### config.mk
export PLATFORM = sky130hd
export DESIGN_NAME = function_key_scan_fsm
export DESIGN_NICKNAME = d
export VERILOG_FILES = /design/src/sv/fkscan_pkg.sv /design/src/sv/function_key_scan_fsm.sv /design/src/sv/fkscan_timer.sv
export VERILOG_INCLUDE_DIRS = /design/src /design/src/sv
export SDC_FILE = /design/constraint.sdc
export NUM_CORES = 1
export LEC_CHECK = 0
export BUFFER_PORTS_ARGS = -buffer_cell sky130_fd_sc_hd__buf_2
export CAP_MARGIN = 20
export CORE_MARGIN = 2
export CORE_UTILIZATION = 25
export CTS_CLUSTER_SIZE = 10
export DETAILED_ROUTE_END_ITERATION = 16
export GPL_TIMING_DRIVEN = 1
export SYNTH_ARGS = -nofsm -noshare
export SYNTH_HDL_FRONTEND = slang
export SYNTH_SLANG_ARGS = --single-unit
### constraint.sdc
create_clock -name clk_i -period 8.4 [get_ports clk_i]
set_clock_uncertainty 0.1 [all_clocks]
set_input_delay 1.26 -clock clk_i [delete_from_list [all_inputs] [get_ports clk_i]]
set_output_delay 1.26 -clock clk_i [all_outputs]
set_load 0.05 [all_outputs]
### src/sv/function_key_scan_fsm_defines.svh
// assertion macros for the function-key scan block
`ifndef FUNCTION_KEY_SCAN_FSM_DEFINES_SVH
`define FUNCTION_KEY_SCAN_FSM_DEFINES_SVH

// same-cycle implication, checked on clk_i outside reset
`define FKSCAN_ASSERT_NOW(label, ante, cons) \
  label: assert property (@(posedge clk_i) disable iff (!rst_ni) (ante) |-> (cons)) \
    else $error("fkscan: same-cycle check failed");

// next-cycle implication, checked on clk_i outside reset
`define FKSCAN_ASSERT_NEXT(label, ante, cons) \
  label: assert property (@(posedge clk_i) disable iff (!rst_ni) (ante) |=> (cons)) \
    else $error("fkscan: next-cycle check failed");

`endif

### src/sv/fkscan_pkg.sv
// types and constants shared by the function-key scan block
package fkscan_pkg;

  // configuration port geometry
  localparam int unsigned PeriodW = 24;
  localparam int unsigned CfgIdxW = 2;

  // configuration register indexes
  typedef enum logic [CfgIdxW-1:0] {
    CfgLongPress  = 2'd0,
    CfgRefreshEn  = 2'd1,
    CfgSpeedEn    = 2'd2,
    CfgUnused     = 2'd3
  } cfg_idx_e;

  localparam logic [PeriodW-1:0] LongPressReset = 24'd1000000;

  // scan machine states, one-hot
  typedef enum logic [6:0] {
    StIdle   = 7'b0000001,
    StA11    = 7'b0000010,
    StA12    = 7'b0000100,
    StCheck  = 7'b0001000,
    StDone   = 7'b0010000,
    StRcheck = 7'b0100000,
    StRdone  = 7'b1000000
  } scan_state_e;

  // forced row patterns and idle columns
  localparam logic [7:0] RowsA11    = 8'hF7;
  localparam logic [7:0] RowsA12    = 8'hEF;
  localparam logic [4:0] ColsIdle   = 5'h1F;

  // strobe patterns
  localparam logic [9:0] StrobeF1 = 10'h001;
  localparam logic [9:0] StrobeF4 = 10'h008;
  localparam logic [9:0] StrobeF9 = 10'h100;

  // strobe bit positions of the hotkeys
  localparam int unsigned BitF2 = 1;
  localparam int unsigned BitF3 = 2;
  localparam int unsigned BitF7 = 6;
  localparam int unsigned BitF8 = 7;

  typedef struct packed {
    logic       m1_button_n;
    logic       reset_button_n;
    logic [7:0] row_bits;
    logic [4:0] column_bits;
  } in_word_t;

  typedef struct packed {
    logic [7:0] rows_out;
    logic [4:0] columns_out;
    logic [9:0] key_strobes;
    logic       pulse_f2;
    logic       pulse_f3;
    logic       pulse_f7;
    logic       pulse_f8;
  } out_word_t;

  // timer control from the scan machine
  typedef struct packed {
    logic step;
    logic load;
  } timer_ctrl_t;

  // A12 column order is reversed: column 4 lands on F6, column 0 on F10
  function automatic logic [4:0] mirror5(input logic [4:0] v);
    mirror5 = {v[0], v[1], v[2], v[3], v[4]};
  endfunction

endpackage

### src/sv/function_key_scan_fsm.sv
// top level of the function-key scan state machine
//
//  channel | signals                                   | direction
//  --------+-------------------------------------------+----------
//  in      | in_valid_i, in_ready_o, in_data_i          | to block
//  out     | out_valid_o, out_ready_i, out_data_o       | from block
//  cfg     | cfg_valid_i, cfg_ready_o, cfg_index_i, ... | to block
//
// One word per cycle unless out stalls: state and result are computed from the
// accepted word and the state registers, and land in a one-word result register.
// A new word is taken whenever the result register is empty or is being drained.
// Reset puts the machine in idle, clears timer, cancel flag and strobes, and loads
// the register defaults; no clearing pass follows.
// A stall on the out channel holds the result and back-pressures in_ready_o.
// The cfg channel is always ready; writes to an unused index are dropped.
`include "function_key_scan_fsm_defines.svh"

module function_key_scan_fsm #(
  parameter int unsigned TIMER_WIDTH = 24
) (
  input  logic                            clk_i,
  input  logic                            rst_ni,
  input  logic                            in_valid_i,
  output logic                            in_ready_o,
  input  fkscan_pkg::in_word_t            in_data_i,
  output logic                            out_valid_o,
  input  logic                            out_ready_i,
  output fkscan_pkg::out_word_t           out_data_o,
  input  logic                            cfg_valid_i,
  output logic                            cfg_ready_o,
  input  logic [fkscan_pkg::CfgIdxW-1:0]  cfg_index_i,
  input  logic [fkscan_pkg::PeriodW-1:0]  cfg_data_i
);
  import fkscan_pkg::*;

  logic [PeriodW-1:0] long_press_q;
  logic               refresh_en_q;
  logic               speed_en_q;

  scan_state_e state_q, state_d;
  logic        cancel_q, cancel_d;
  logic [9:0]  strobe_q, strobe_d;
  logic        out_valid_q;
  out_word_t   out_q, out_d;

  logic        accept;
  logic        m1_down, rst_down;
  logic [4:0]  ncols;
  logic        expired;
  logic [9:0]  rising;
  timer_ctrl_t timer_ctrl;
  logic        chk_f2_out;
  logic        chk_cols_out;

  // handshakes
  assign in_ready_o  = !out_valid_q || out_ready_i;
  assign accept      = in_valid_i && in_ready_o;
  assign cfg_ready_o = 1'b1;

  assign m1_down  = !in_data_i.m1_button_n;
  assign rst_down = !in_data_i.reset_button_n;
  assign ncols    = ~in_data_i.column_bits;

  // configuration registers
  always_ff @(posedge clk_i or negedge rst_ni) begin
    if (!rst_ni) begin
      long_press_q <= LongPressReset;
      refresh_en_q <= 1'b1;
      speed_en_q   <= 1'b1;
    end else if (cfg_valid_i) begin
      case (cfg_idx_e'(cfg_index_i))
        CfgLongPress: long_press_q <= cfg_data_i;
        CfgRefreshEn: refresh_en_q <= cfg_data_i[0];
        CfgSpeedEn:   speed_en_q   <= cfg_data_i[0];
        default:      ;
      endcase
    end
  end

  // press timer
  assign timer_ctrl.step = accept;
  assign timer_ctrl.load = (state_q == StIdle) && (m1_down || rst_down);

  fkscan_timer #(
    .TIMER_WIDTH(TIMER_WIDTH)
  ) u_timer (
    .clk_i    (clk_i),
    .rst_ni   (rst_ni),
    .ctrl_i   (timer_ctrl),
    .period_i (long_press_q),
    .expired_o(expired)
  );

  // next scan state
  always_comb begin
    case (state_q)
      StIdle: begin
        if (rst_down) begin
          state_d = StRcheck;
        end else if (m1_down) begin
          state_d = StA11;
        end else begin
          state_d = StIdle;
        end
      end
      StA11:    state_d = StA12;
      StA12:    state_d = StCheck;
      StCheck:  state_d = m1_down ? StA11 : StDone;
      StDone:   state_d = StIdle;
      StRcheck: state_d = rst_down ? StRcheck : StRdone;
      StRdone:  state_d = StIdle;
      default:  state_d = StIdle;
    endcase
  end

  // cancel flag: any key seen outside idle
  always_comb begin
    if (state_d == StIdle) begin
      cancel_d = 1'b0;
    end else if (in_data_i.column_bits != ColsIdle) begin
      cancel_d = 1'b1;
    end else begin
      cancel_d = cancel_q;
    end
  end

  // strobes by the new state
  always_comb begin
    case (state_d)
      StA11:   strobe_d = {strobe_q[9:5], ncols};
      StA12:   strobe_d = {mirror5(ncols), strobe_q[4:0]};
      StDone:  strobe_d = (!expired && !cancel_d) ? StrobeF9 : '0;
      StRdone: strobe_d = expired ? StrobeF1 : StrobeF4;
      StIdle:  strobe_d = '0;
      default: strobe_d = strobe_q;
    endcase
  end

  assign rising = strobe_d & ~strobe_q;

  // result word
  always_comb begin
    case (state_d)
      StIdle:  out_d.rows_out = in_data_i.row_bits;
      StA11:   out_d.rows_out = RowsA11;
      default: out_d.rows_out = RowsA12;
    endcase
    out_d.columns_out = (state_d == StIdle) ? in_data_i.column_bits : ColsIdle;
    out_d.key_strobes = strobe_d;
    out_d.pulse_f2    = rising[BitF2];
    out_d.pulse_f3    = rising[BitF3] & refresh_en_q;
    out_d.pulse_f7    = rising[BitF7];
    out_d.pulse_f8    = rising[BitF8] & speed_en_q;
  end

  // machine state
  always_ff @(posedge clk_i or negedge rst_ni) begin
    if (!rst_ni) begin
      state_q  <= StIdle;
      cancel_q <= 1'b0;
      strobe_q <= '0;
    end else if (accept) begin
      state_q  <= state_d;
      cancel_q <= cancel_d;
      strobe_q <= strobe_d;
    end
  end

  // result register
  always_ff @(posedge clk_i or negedge rst_ni) begin
    if (!rst_ni) begin
      out_valid_q <= 1'b0;
    end else if (accept) begin
      out_valid_q <= 1'b1;
    end else if (out_ready_i) begin
      out_valid_q <= 1'b0;
    end
  end

  always_ff @(posedge clk_i) begin
    if (accept) begin
      out_q <= out_d;
    end
  end

  assign out_valid_o = out_valid_q;
  assign out_data_o  = out_q;

  // checks
  assign chk_f2_out   = out_valid_o && out_data_o.pulse_f2;
  assign chk_cols_out = out_valid_o && (out_data_o.columns_out != ColsIdle);

  `FKSCAN_ASSERT_NEXT(a_accept_gives_result, accept, out_valid_o)
  `FKSCAN_ASSERT_NOW(a_f2_pulse_has_strobe, chk_f2_out, out_data_o.key_strobes[BitF2])
  `FKSCAN_ASSERT_NOW(a_idle_cols_no_strobe, chk_cols_out, out_data_o.key_strobes == '0)

endmodule

### src/sv/fkscan_timer.sv
// press timer: reload on a button press in idle, else count down to zero
module fkscan_timer #(
  parameter int unsigned TIMER_WIDTH = 24
) (
  input  logic                         clk_i,
  input  logic                         rst_ni,
  input  fkscan_pkg::timer_ctrl_t      ctrl_i,
  input  logic [fkscan_pkg::PeriodW-1:0] period_i,
  output logic                         expired_o
);
  import fkscan_pkg::*;

  logic [TIMER_WIDTH-1:0] timer_q, timer_d;

  // reload or saturating decrement
  always_comb begin
    if (ctrl_i.load) begin
      timer_d = TIMER_WIDTH'(period_i);
    end else if (timer_q != '0) begin
      timer_d = timer_q - 1'b1;
    end else begin
      timer_d = timer_q;
    end
  end

  // expiry as seen after this word's update
  assign expired_o = (timer_d == '0);

  always_ff @(posedge clk_i or negedge rst_ni) begin
    if (!rst_ni) begin
      timer_q <= '0;
    end else if (ctrl_i.step) begin
      timer_q <= timer_d;
    end
  end

endmodule

=== Yosys cells after proc, flatten, opt, wreduce, memory -nomap -nowiden ===
Index checks and enable logic that the tools add are counted.

* Eq/ne operators: 13
* Bitwise gates (word level): 5
* Muxes and demuxes: 15
* Add/subtract/negate cells: 1
* Reduce and logical (&&, ||, !) cells: 17

{| class="wikitable"
|+ Operators by type and width
! kind !! count
|-
| one-hot mux 10 bit (5 select lines) || 1
|-
| two-way mux 24 bit || 2
|-
| one-hot mux 7 bit (5 select lines) || 1
|-
| zero test 24 bit || 1
|-
| nonzero test 24 bit || 1
|-
| subtractor 24 x 1 -> 24 bit, second input constant || 1
|-
| one-hot mux 8 bit (2 select lines) || 1
|-
| equality test 7 x 1 -> 1 bit, second input constant || 2
|-
| equality test 7 x 2 -> 1 bit, second input constant || 2
|-
| equality test 7 x 3 -> 1 bit, second input constant || 2
|-
| two-way mux 9 bit || 1
|-
| AND 8 bit || 1
|-
| inverter 8 bit || 1
|-
| equality test 7 x 4 -> 1 bit, second input constant || 1
|-
| equality test 7 x 5 -> 1 bit, second input constant || 1
|-
| equality test 7 x 6 -> 1 bit, second input constant || 1
|-
| equality test 7 bit, second input constant || 1
|-
| two-way mux 7 bit || 1
|-
| two-way mux 6 bit || 1
|-
| AND reduction 2 bit || 3
|-
| zero test 1 bit || 5
|-
| two-way mux 5 bit || 1
|-
| inequality test 5 bit, second input constant || 1
|-
| inverter 5 bit || 1
|-
| 10 further kinds || 17
|}

* Input bits: 46
* Output and inout bits: 30
* Bits in registers: 96

=== Longest topological paths before layout ===
Gate-level depths: netlist of run 1.

* Depth in word-level cells: 11
* Gate-level depth with buffers: 11
* Depth with buffers taken out: 10

=== Hierarchy ===
From an unflattened synthesis of run 1, not the netlist that was laid out.

* Cell total of the unflattened synthesis: 445
* Area total of the unflattened synthesis: 4979.8 sq um

{| class="wikitable"
|+ Modules (own cells, without submodules)
! module !! cells an instance !! area each (sq um) !! sequential area each (sq um) !! instances
|-
| function_key_scan_fsm || 212 || 3017.9 || 1949.4 || 1
|-
| fkscan_timer || 233 || 1961.9 || 600.6 || 1
|}

=== Worst setup path before layout of run 1 ===
Ideal clock, no wire load.

* Path kind: input -> register
* From: input out_ready_i
* To: register out_q, in the netlist out_data_o[0], enable pin
* Path slack: 4.493 ns
* Library setup time: 0.402 ns
* Arrival: 3.405 ns
* Stages on the path: 5
* Path buffers: 2
* Path through: nand2b_1 -> nand2_1 -> inv_1 -> clkbuf_1 -> clkbuf_1

* Longest elaborated chain between the ends: 2

{| class="wikitable"
|+ RTL lines
! item !! RTL line !! RTL
|-
| start: declaration || function_key_scan_fsm.sv:27 || <nowiki>input logic out_ready_i,</nowiki>
|-
| logical OR 1 bit || function_key_scan_fsm.sv:56 || <nowiki>assign in_ready_o = !out_valid_q || out_ready_i;</nowiki>
|-
| logical AND 1 bit || function_key_scan_fsm.sv:57 || <nowiki>assign accept = in_valid_i && in_ready_o;</nowiki>
|-
| net accept || function_key_scan_fsm.sv:46 || <nowiki>logic accept;</nowiki>
|-
| end signal: assignment || function_key_scan_fsm.sv:182 || <nowiki>out_q <= out_d;</nowiki>
|-
| end: declaration || function_key_scan_fsm.sv:44 || <nowiki>out_word_t out_q, out_d;</nowiki>
|}

The timed path passes the listed nets, and every way through them passes these cells.
A chain may end at the register's enable or synchronous reset.

==> reports/results.ini, run 1 <==
[layout]
fin_util_pct = 30.3
syn_to_final_growth_pct = 18.2
fin_nets = 647
drive_gt1_share_pct = 27.8

[grt]
first_global_vias = 4034
grt_max_degree = 70
grt_usage_pct = 12.9
antenna_found_initial = 0
grt_pass1_wl_um = 22500
globalRouteOverflowTotal = 0

[synth]
synth_top_area_cell = dfrtp_1
async_flop_share_pct = 71.9
ys_top_cells_by_area = dfrtp_1 (28%), edfxtp_1 (16%), mux2_2 (7.1%)
synth_edf_count = 27
synth_cell_types = 62
yosysWarnings = 0
avgSynthCellArea_um2 = 9.71
synth_top_area_share_pct = 28.3
seq_area_frac_synth_pct = 48.9
syn_inst = 537
synth_flop_cell = dfrtp_1
ys_seq_elements = 96
syn-num-nets = 585
synth_area_mm2 = 0.00521

[drt]
drc = 0
firstDrtPassIters = 5
vias = 4366
drtAntennaViolNets = 0
drt-wirelength-per-cell_um = 16.0
wl_um = 14000
drt_first_iter_violations = 406
via_per_inst = 4.99

[timing]
rsz0062_at_grt = no
relSlewSlack_pct = 38.2
period_share_pct = 46.7
fin_setup_tns_ns = 0
final-hold-violation-count = 0
worst_pin_slew_ns = 0.920
slew_viol_final = 0
setup_slack_ns = 4.47
fmax_ghz = 0.255
setup_violations = 0
min_period_ns = 3.93

[placement]
gp_congestion = 0.870
numPortBuffers = 74
hpwl_um = 9790
dp_slack_ns = 4.28

[setup_path]
worstPathArrival_ns = 3.91
start_kind = flop
worst-path-max-fanout = 7
path_cells = inv_1 -> ha_1 -> nor3b_1 -> and2_0 -> o211ai_2 -> xnor2_1 -> mux2_2 -> or4b_1 -> nor4_2 -> o221ai_1
cp_data_required_time_ns = 8.39
worst_setup_path_end_kind = flop
slowest_stage = nor3b_1
setup.worst_path.class = reg2reg
cpPeakStageDelay_ns = 0.67

[cts]
ctsLongestPathBuffers = 2
cts-root-buf = clkbuf_16
cts_setup_buffers = 0
postCtsHoldBufs = 0
insertion_delay_ns = 0.35
cts.clk_slew.worst_paths_ns = 0.08
post_cts_resize_count = 0
numCtsBuffers = 9
tritoncts = done
clock-sinks = 96
cts_max_level = 3

[power]
p_leak_nw = 2.48
p_per_area_mw_per_mm2 = 321
irDropWorstVdd_mv = 0.138

[floorplanning]
core_mm2 = 0.0204
die_w_um = 148
io_pins = 76
die_h_um = 148
fp-row-count = 52
initial_utilization_pct = 25.6
die-area_mm2 = 0.0220

[outcome]
status = finished clean

[worst_hold_path]
hp-class = reg2reg

[job]
drv_cap = 0

-- placed cells by master (no fill, tap or decap), types with 6 or more instances in the layout --
| cell | n |
|---|---|
| nor2_1 | 39 |
| a21oi_1 | 37 |
| o22ai_1 | 9 |
| nor4_1 | 12 |
| dfstp_2 | 10 |
| edfxtp_1 | 27 |
| or3_1 | 8 |
| nand3_1 | 16 |
| nand2_1 | 74 |
| xor2_1 | 8 |
| mux2_2 | 33 |
| nand4_1 | 15 |
| buf_4 | 6 |
| or2_2 | 15 |
| clkbuf_16 | 9 |
| dfrtp_1 | 59 |
| buf_2 | 74 |
| or4_1 | 7 |
| inv_1 | 7 |
| nor3_1 | 12 |
| o21ai_0 | 32 |
-- cells by family (layout without fill, tap and decap cells) --
logic type,count (synthesis),in the layout,synth area share [%]
AOI/OAI and AO/OA,113,113,13.2
xor gates and xnor gates,11,11,1.85
adders and majority gates,2,2,0.480
buffers and inverters,37,104,2.81
DFF,96,96,48.9
muxes,36,36,7.70
other,1,2,0.0719
and+or+nand+nor,241,241,25.0
-- cell type report --
class                   instances  area [um^2]
flip-flops and latches         96         2550
multi-input cells             404         2520
repair buffers                 80          415
fillers                      2144        14200
clock inverters                 7         81.3
diodes                          1         2.50
well taps                     270          338
clock buffers                   9          225
inverters                       8         30.0
-- worst max-delay path, delay by kind of cell (launching register included) --
family | cells | cell delay (ns)
AOI/OAI and AO/OA | 2 | 0.31
xor gates and xnor gates | 1 | 0.14
and+or+nand+nor | 4 | 2.08
DFF | 1 | 0.41
muxes | 1 | 0.30
adders and majority gates | 1 | 0.18
buffers and inverters | 1 | 0.14
-- through the flow --
stage               instance area, um^2  power, W  cells  hold WS [ns]
CTS                                6160   0.00199    874         0.401
finish                             6160   0.00198    875         0.401
detailed placement                 5860   0.00155    858         0.383
global placement                   5860   0.00154    858         0.379
floorplan                          5210   0.00134    537         0.362
global route                       6160   0.00213    874         0.425
-- final timing paths --
kind,startpoint,endpoint,slack [ns],cells after the start
max reg2reg,u_timer.timer_q[1]$_DFFE_PN0P_,out_data_o[7]$_DFFE_PP_,4.47,10
min in group asynchronous,rst_ni,long_press_q[11]$_DFFE_PN0P_,1.02,2
max in group asynchronous,rst_ni,strobe_q[5]$_DFFE_PN0P_,6.61,2
max,u_timer.timer_q[1]$_DFFE_PN0P_,out_data_o[7]$_DFFE_PP_,4.47,10
min,strobe_q[0]$_DFFE_PN0P_,strobe_q[0]$_DFFE_PN0P_,0.40,2
min reg2reg,strobe_q[0]$_DFFE_PN0P_,strobe_q[0]$_DFFE_PN0P_,0.40,2
-- state kept, by name, indices dropped and copies added, names as in the netlist --
signal / count
cancel_q: 1
long_press_q: 24
out_data_o: 27
out_valid_o: 1
refresh_en_q: 1
speed_en_q: 1
state_q: 7
strobe_q: 10
u_timer.timer_q: 24
-- per-layer routing --
| metal | GRT usage, % | share of wire (%) | vias to the layer above |
|---|---|---|---|
| met1 | 18.4 | 48 | 2087 |
| li1 | - | - | 2104 |
| met4 | 3.00 | 0.80 | 0 |
| met5 | 0 | 0 | - |
| met2 | 19.9 | 44 | 166 |
| met3 | 2.88 | 7.2 | 9 |
-- power breakdown --
part | switching, W | leakage [nW] | internal [W]
Combinational | 0.000513 | 1.23 | 0.000279
Clock | 0.000211 | 0.150 | 0.000215
Sequential | 0.000142 | 1.09 | 0.000621
-- Yosys cell counts (3+ instances only) --
master,instances
nor4_2,3
a22o_1,4
edfxtp_1,27
nand4_1,15
and2_1,3
nand2_1,74
nand2b_1,5
dfstp_2,10
or4b_1,3
a21o_1,5
o21ai_0,32
nor4b_1,3
buf_2,3
mux2i_1,3
clkbuf_1,22
mux2_2,33
a21oi_1,37
nor2_1,39
nand3_1,16
o211ai_1,3
a211oi_1,4
nor4_1,12
nand4b_1,3
nor3b_1,4
or3_1,8
a22oi_1,3
inv_1,8
or2_2,15
xor2_1,8
nor2b_1,4
and4_1,3
buf_1,3
dfrtp_1,59
xnor2_1,3
or4_1,7
nor3_1,12
o22ai_1,9
nand3b_1,3
No activity file was read; power rests on OpenSTA's default activity.
==> inputs of run 2 (changes only) <==
Settings changed: ABC_AREA from default to 1.
Clock period 8.4 ns to 3.6 ns, I/O delays scaled along.
==> run 2 against run 1 <==
- highest routed layer unchanged
- power is 140% higher
- non-clock buffer count stayed put
- via count shrank 1.4%
- largest cell class unchanged
- combinational power rose to 2.6 times the previous value
- cell area down 0.97%
- sequential power is 120% higher
- die area fell by 1.4%
- sequential cell count unchanged
- fmax up 45%
- sequential share of layout area grew 0.41 points
==> reports/results.ini, run 2 <==
[outcome]
status = finished clean

[power]
clockPowerShare_pct = 21.5  ; about the same
swShare_pct = 44.6  ; +0.92 points
combPwrFrac_pct = 43.4  ; +3.4 points
p_leak_nw = 2.91  ; +18%
seqPwrFrac_pct = 35.1  ; -3.4 points
irDropWorstVdd_mv = 0.283  ; +100%
switchingPower_w = 0.00213  ; +150%
p_per_area_mw_per_mm2 = 783  ; +140%
internal_power_w = 0.00265  ; +140%

[placement]
dp_slack_ns = 0.928  ; -3.35 ns
hpwl_um = 9260  ; -5.4%
gp_congestion = 0.868  ; -0.21%
numPortBuffers = 74  ; unchanged
placedCellCount = 971  ; +13%

[setup_path]
r2r_cells = 15  ; +5
r2r_start = u_timer.timer_q[0]$_DFFE_PN0P_
cp_data_required_time_ns = 3.61  ; -4.78 ns
worst_setup_path_end_kind = flop
worstPathArrival_ns = 2.71  ; -1.20 ns
path_cells = inv_1 -> ha_1 -> nand2_1 -> nor2_2 -> nand3_4 -> nand2_1 -> nand2_1 -> nand2_1 -> nand2_1 -> nor2_1 -> nand3_1 -> nor2_2 -> nand2_1 -> nand2_1 -> nand3_2
cpMostUsedCell = nand2_1
worst-path-max-fanout = 23  ; +16
setup.worst_path.class = reg2reg
r2r-end = out_data_o[7]$_DFFE_PP_
slowest_stage = dfrtp_1
cpPeakStageDelay_ns = 0.38  ; -0.29 ns
start_kind = flop
regToRegSetupSlack_ns = 0.90  ; -3.58 ns

[timing]
slew_viol_final = 0  ; unchanged
fmax_ghz = 0.370  ; +45%
rsz0062_at_grt = no
whs_ns = 0.283  ; -0.119 ns
setup_slack_ns = 0.896  ; -3.58 ns
worst_pin_slew_ns = 0.986  ; +0.0662 ns
final-hold-violation-count = 0  ; unchanged
fin_setup_tns_ns = 0  ; unchanged
relSlewSlack_pct = 34.1  ; -4.1 points
period_share_pct = 75.1  ; +28 points
min_period_ns = 2.70  ; -1.22 ns
setup_violations = 0  ; unchanged

[synth]
ys_top_cells_by_area = dfrtp_1 (29%), nand2_1 (16%), edfxtp_1 (16%)
yosysMostFrequentCell = nand2_1
synth_edf_count = 27  ; unchanged
yosys-top-cells-count = nand2_1 (219), inv_1 (63), nor2_1 (60)
ys_seq_elements = 96  ; unchanged
synth_top_area_share_pct = 28.7  ; +0.42 points
async_flop_share_pct = 71.9  ; unchanged
syn-num-nets = 689  ; +18%
synth_flop_cell = dfrtp_1
synth_top_area_cell = dfrtp_1
avgSynthCellArea_um2 = 8.01  ; -17%
yosysWarnings = 0  ; unchanged
seq_area_frac_synth_pct = 49.6  ; +0.73 points
synth_cell_types = 38  ; -39%
syn_inst = 641  ; +19%
synth_area_mm2 = 0.00514  ; -1.5%

[layout]
layout_commonest_cell = nand2_1
fillers = 2172  ; +1.3%
finalNonFillerCells = 987  ; +13%
largest_reg_flops = 27  ; unchanged
mostFrequentLayoutCells = nand2_1 (219), buf_2 (74), inv_1 (62), nor2_1 (60), dfrtp_1 (59)
fin_nets = 760  ; +17%
drive_gt1_share_pct = 22.3  ; -5.5 points
diodes = 0  ; -1
syn_to_final_growth_pct = 18.8

[floorplanning]
initial_utilization_pct = 25.5  ; -0.13 points
die-area_mm2 = 0.0217  ; -1.4%
fp-row-count = 52  ; unchanged
io_pins = 76  ; unchanged
die_h_um = 147  ; -0.71%
die_w_um = 147  ; -0.71%
core_mm2 = 0.0202  ; -0.96%

[drt]
via_per_inst = 4.36  ; -13%
wl_um = 12700  ; -9.0%
drc = 0  ; unchanged
drt-wirelength-per-cell_um = 12.9  ; -19%
drtAntennaViolNets = 0  ; unchanged
vias = 4303  ; -1.4%
drt_first_iter_violations = 407  ; +0.25%
firstDrtPassIters = 5  ; unchanged

[cts]
postCtsHoldBufs = 0  ; unchanged
numCtsBuffers = 9  ; unchanged
post_cts_resize_count = 0  ; unchanged
cts_max_level = 3  ; unchanged
ctsLongestPathBuffers = 2  ; unchanged
cts-root-buf = clkbuf_16
clock-sinks = 96  ; unchanged
tritoncts = done
insertion_delay_ns = 0.36  ; about the same
cts_setup_buffers = 0  ; unchanged
cts.clk_slew.worst_paths_ns = 0.07  ; about the same

[grt]
first_global_vias = 4183  ; +3.7%
grt_pass1_wl_um = 20800  ; -7.6%
globalRouteOverflowTotal = 0  ; unchanged
antenna_found_initial = 0  ; unchanged
grt_max_degree = 70  ; unchanged
grt_usage_pct = 12.1  ; -0.74 points

[job]
drv_cap = 0  ; unchanged

[worst_hold_path]
hp-class = in2async

==> run 2: changes by cell type after synthesis, moves of 9 or more <==
cell	change
nand3_1	+20
a21oi_1	-28
clkbuf_1	-14
mux2_2	-17
inv_1	+55
nor2_1	+21
nor4_1	-12
nor2_2	+10
nor3_1	-10
or2_2	-9
o21ai_0	+11
nand2_1	+145
==> run 2: power groups by stage <==
stage | clock network (W) | logic (W) | registers (W)
after floorplan | 0 | 0.00142 | 0.00184
after global placement | 0 | 0.00207 | 0.00170
after detailed placement | 0 | 0.00207 | 0.00170
after CTS | 0.00106 | 0.00209 | 0.00168
after global routing | 0.00109 | 0.00235 | 0.00172
final | 0.00103 | 0.00207 | 0.00168
==> run 2: cells by family after synthesis <==
kind of cell	after synthesis	synth area share, %
compound gates	63	6.31
xor+xnor	3	0.512
fa+ha+maj	2	0.487
buf+inv	84	6.70
flops	96	49.6
mux	16	3.51
other cells	1	0.0730
simple gates	376	32.8
==> run 2: worst max-delay path: cells and delay by family (launching register included) <==
kind	cells	cell delay [ns]
fa+ha+maj	1	0.20
buf+inv	1	0.17
flops	1	0.38
simple gates	13	1.60
==> run 2: layer usage <==
layer	GRT usage (%)	routed length (um)	share of wire, %	vias up
met2	19.8	5890	46	84
met4	5.43	238	1.9	0
met3	2.11	467	3.7	17
met1	15.8	6110	48	2000
li1	-	-	-	2202
met5	0	0	0	-
==> run 2: worst max-delay path by stage <==
stage	startpoint	end
after floorplan	out_valid_o$_DFFE_PN0P_	out_data_o[0]$_DFFE_PP_
after global placement	u_timer.timer_q[13]$_DFFE_PN0P_	out_data_o[7]$_DFFE_PP_
after detailed placement	u_timer.timer_q[0]$_DFFE_PN0P_	out_data_o[12]$_DFFE_PP_
after CTS	u_timer.timer_q[0]$_DFFE_PN0P_	out_data_o[12]$_DFFE_PP_
after global routing	u_timer.timer_q[0]$_DFFE_PN0P_	strobe_q[8]$_DFFE_PN0P_
final	u_timer.timer_q[0]$_DFFE_PN0P_	out_data_o[7]$_DFFE_PP_
==> run 2: stage by stage <==
stage	instance area [um^2]	power, W	util, %
floorplan	5140	0.00326	-
global placement	5790	0.00376	28.7
detailed placement	5790	0.00377	28.7
CTS	6100	0.00482	30.3
global route	6100	0.00516	30.3
finish	6100	0.00478	30.3
==> run 2: area by class of cell <==
| type | count | area (um^2) | area share, % |
|---|---|---|---|
| repair buffers | 80 | 415 | 6.80 |
| multi-input cells | 461 | 2240 | 36.7 |
| clock inverters | 7 | 92.6 | 1.52 |
| inverters | 64 | 240 | 3.94 |
| well taps | 270 | 338 | 5.53 |
| flip-flops and latches | 96 | 2550 | 41.8 |
| clock buffers | 9 | 225 | 3.69 |
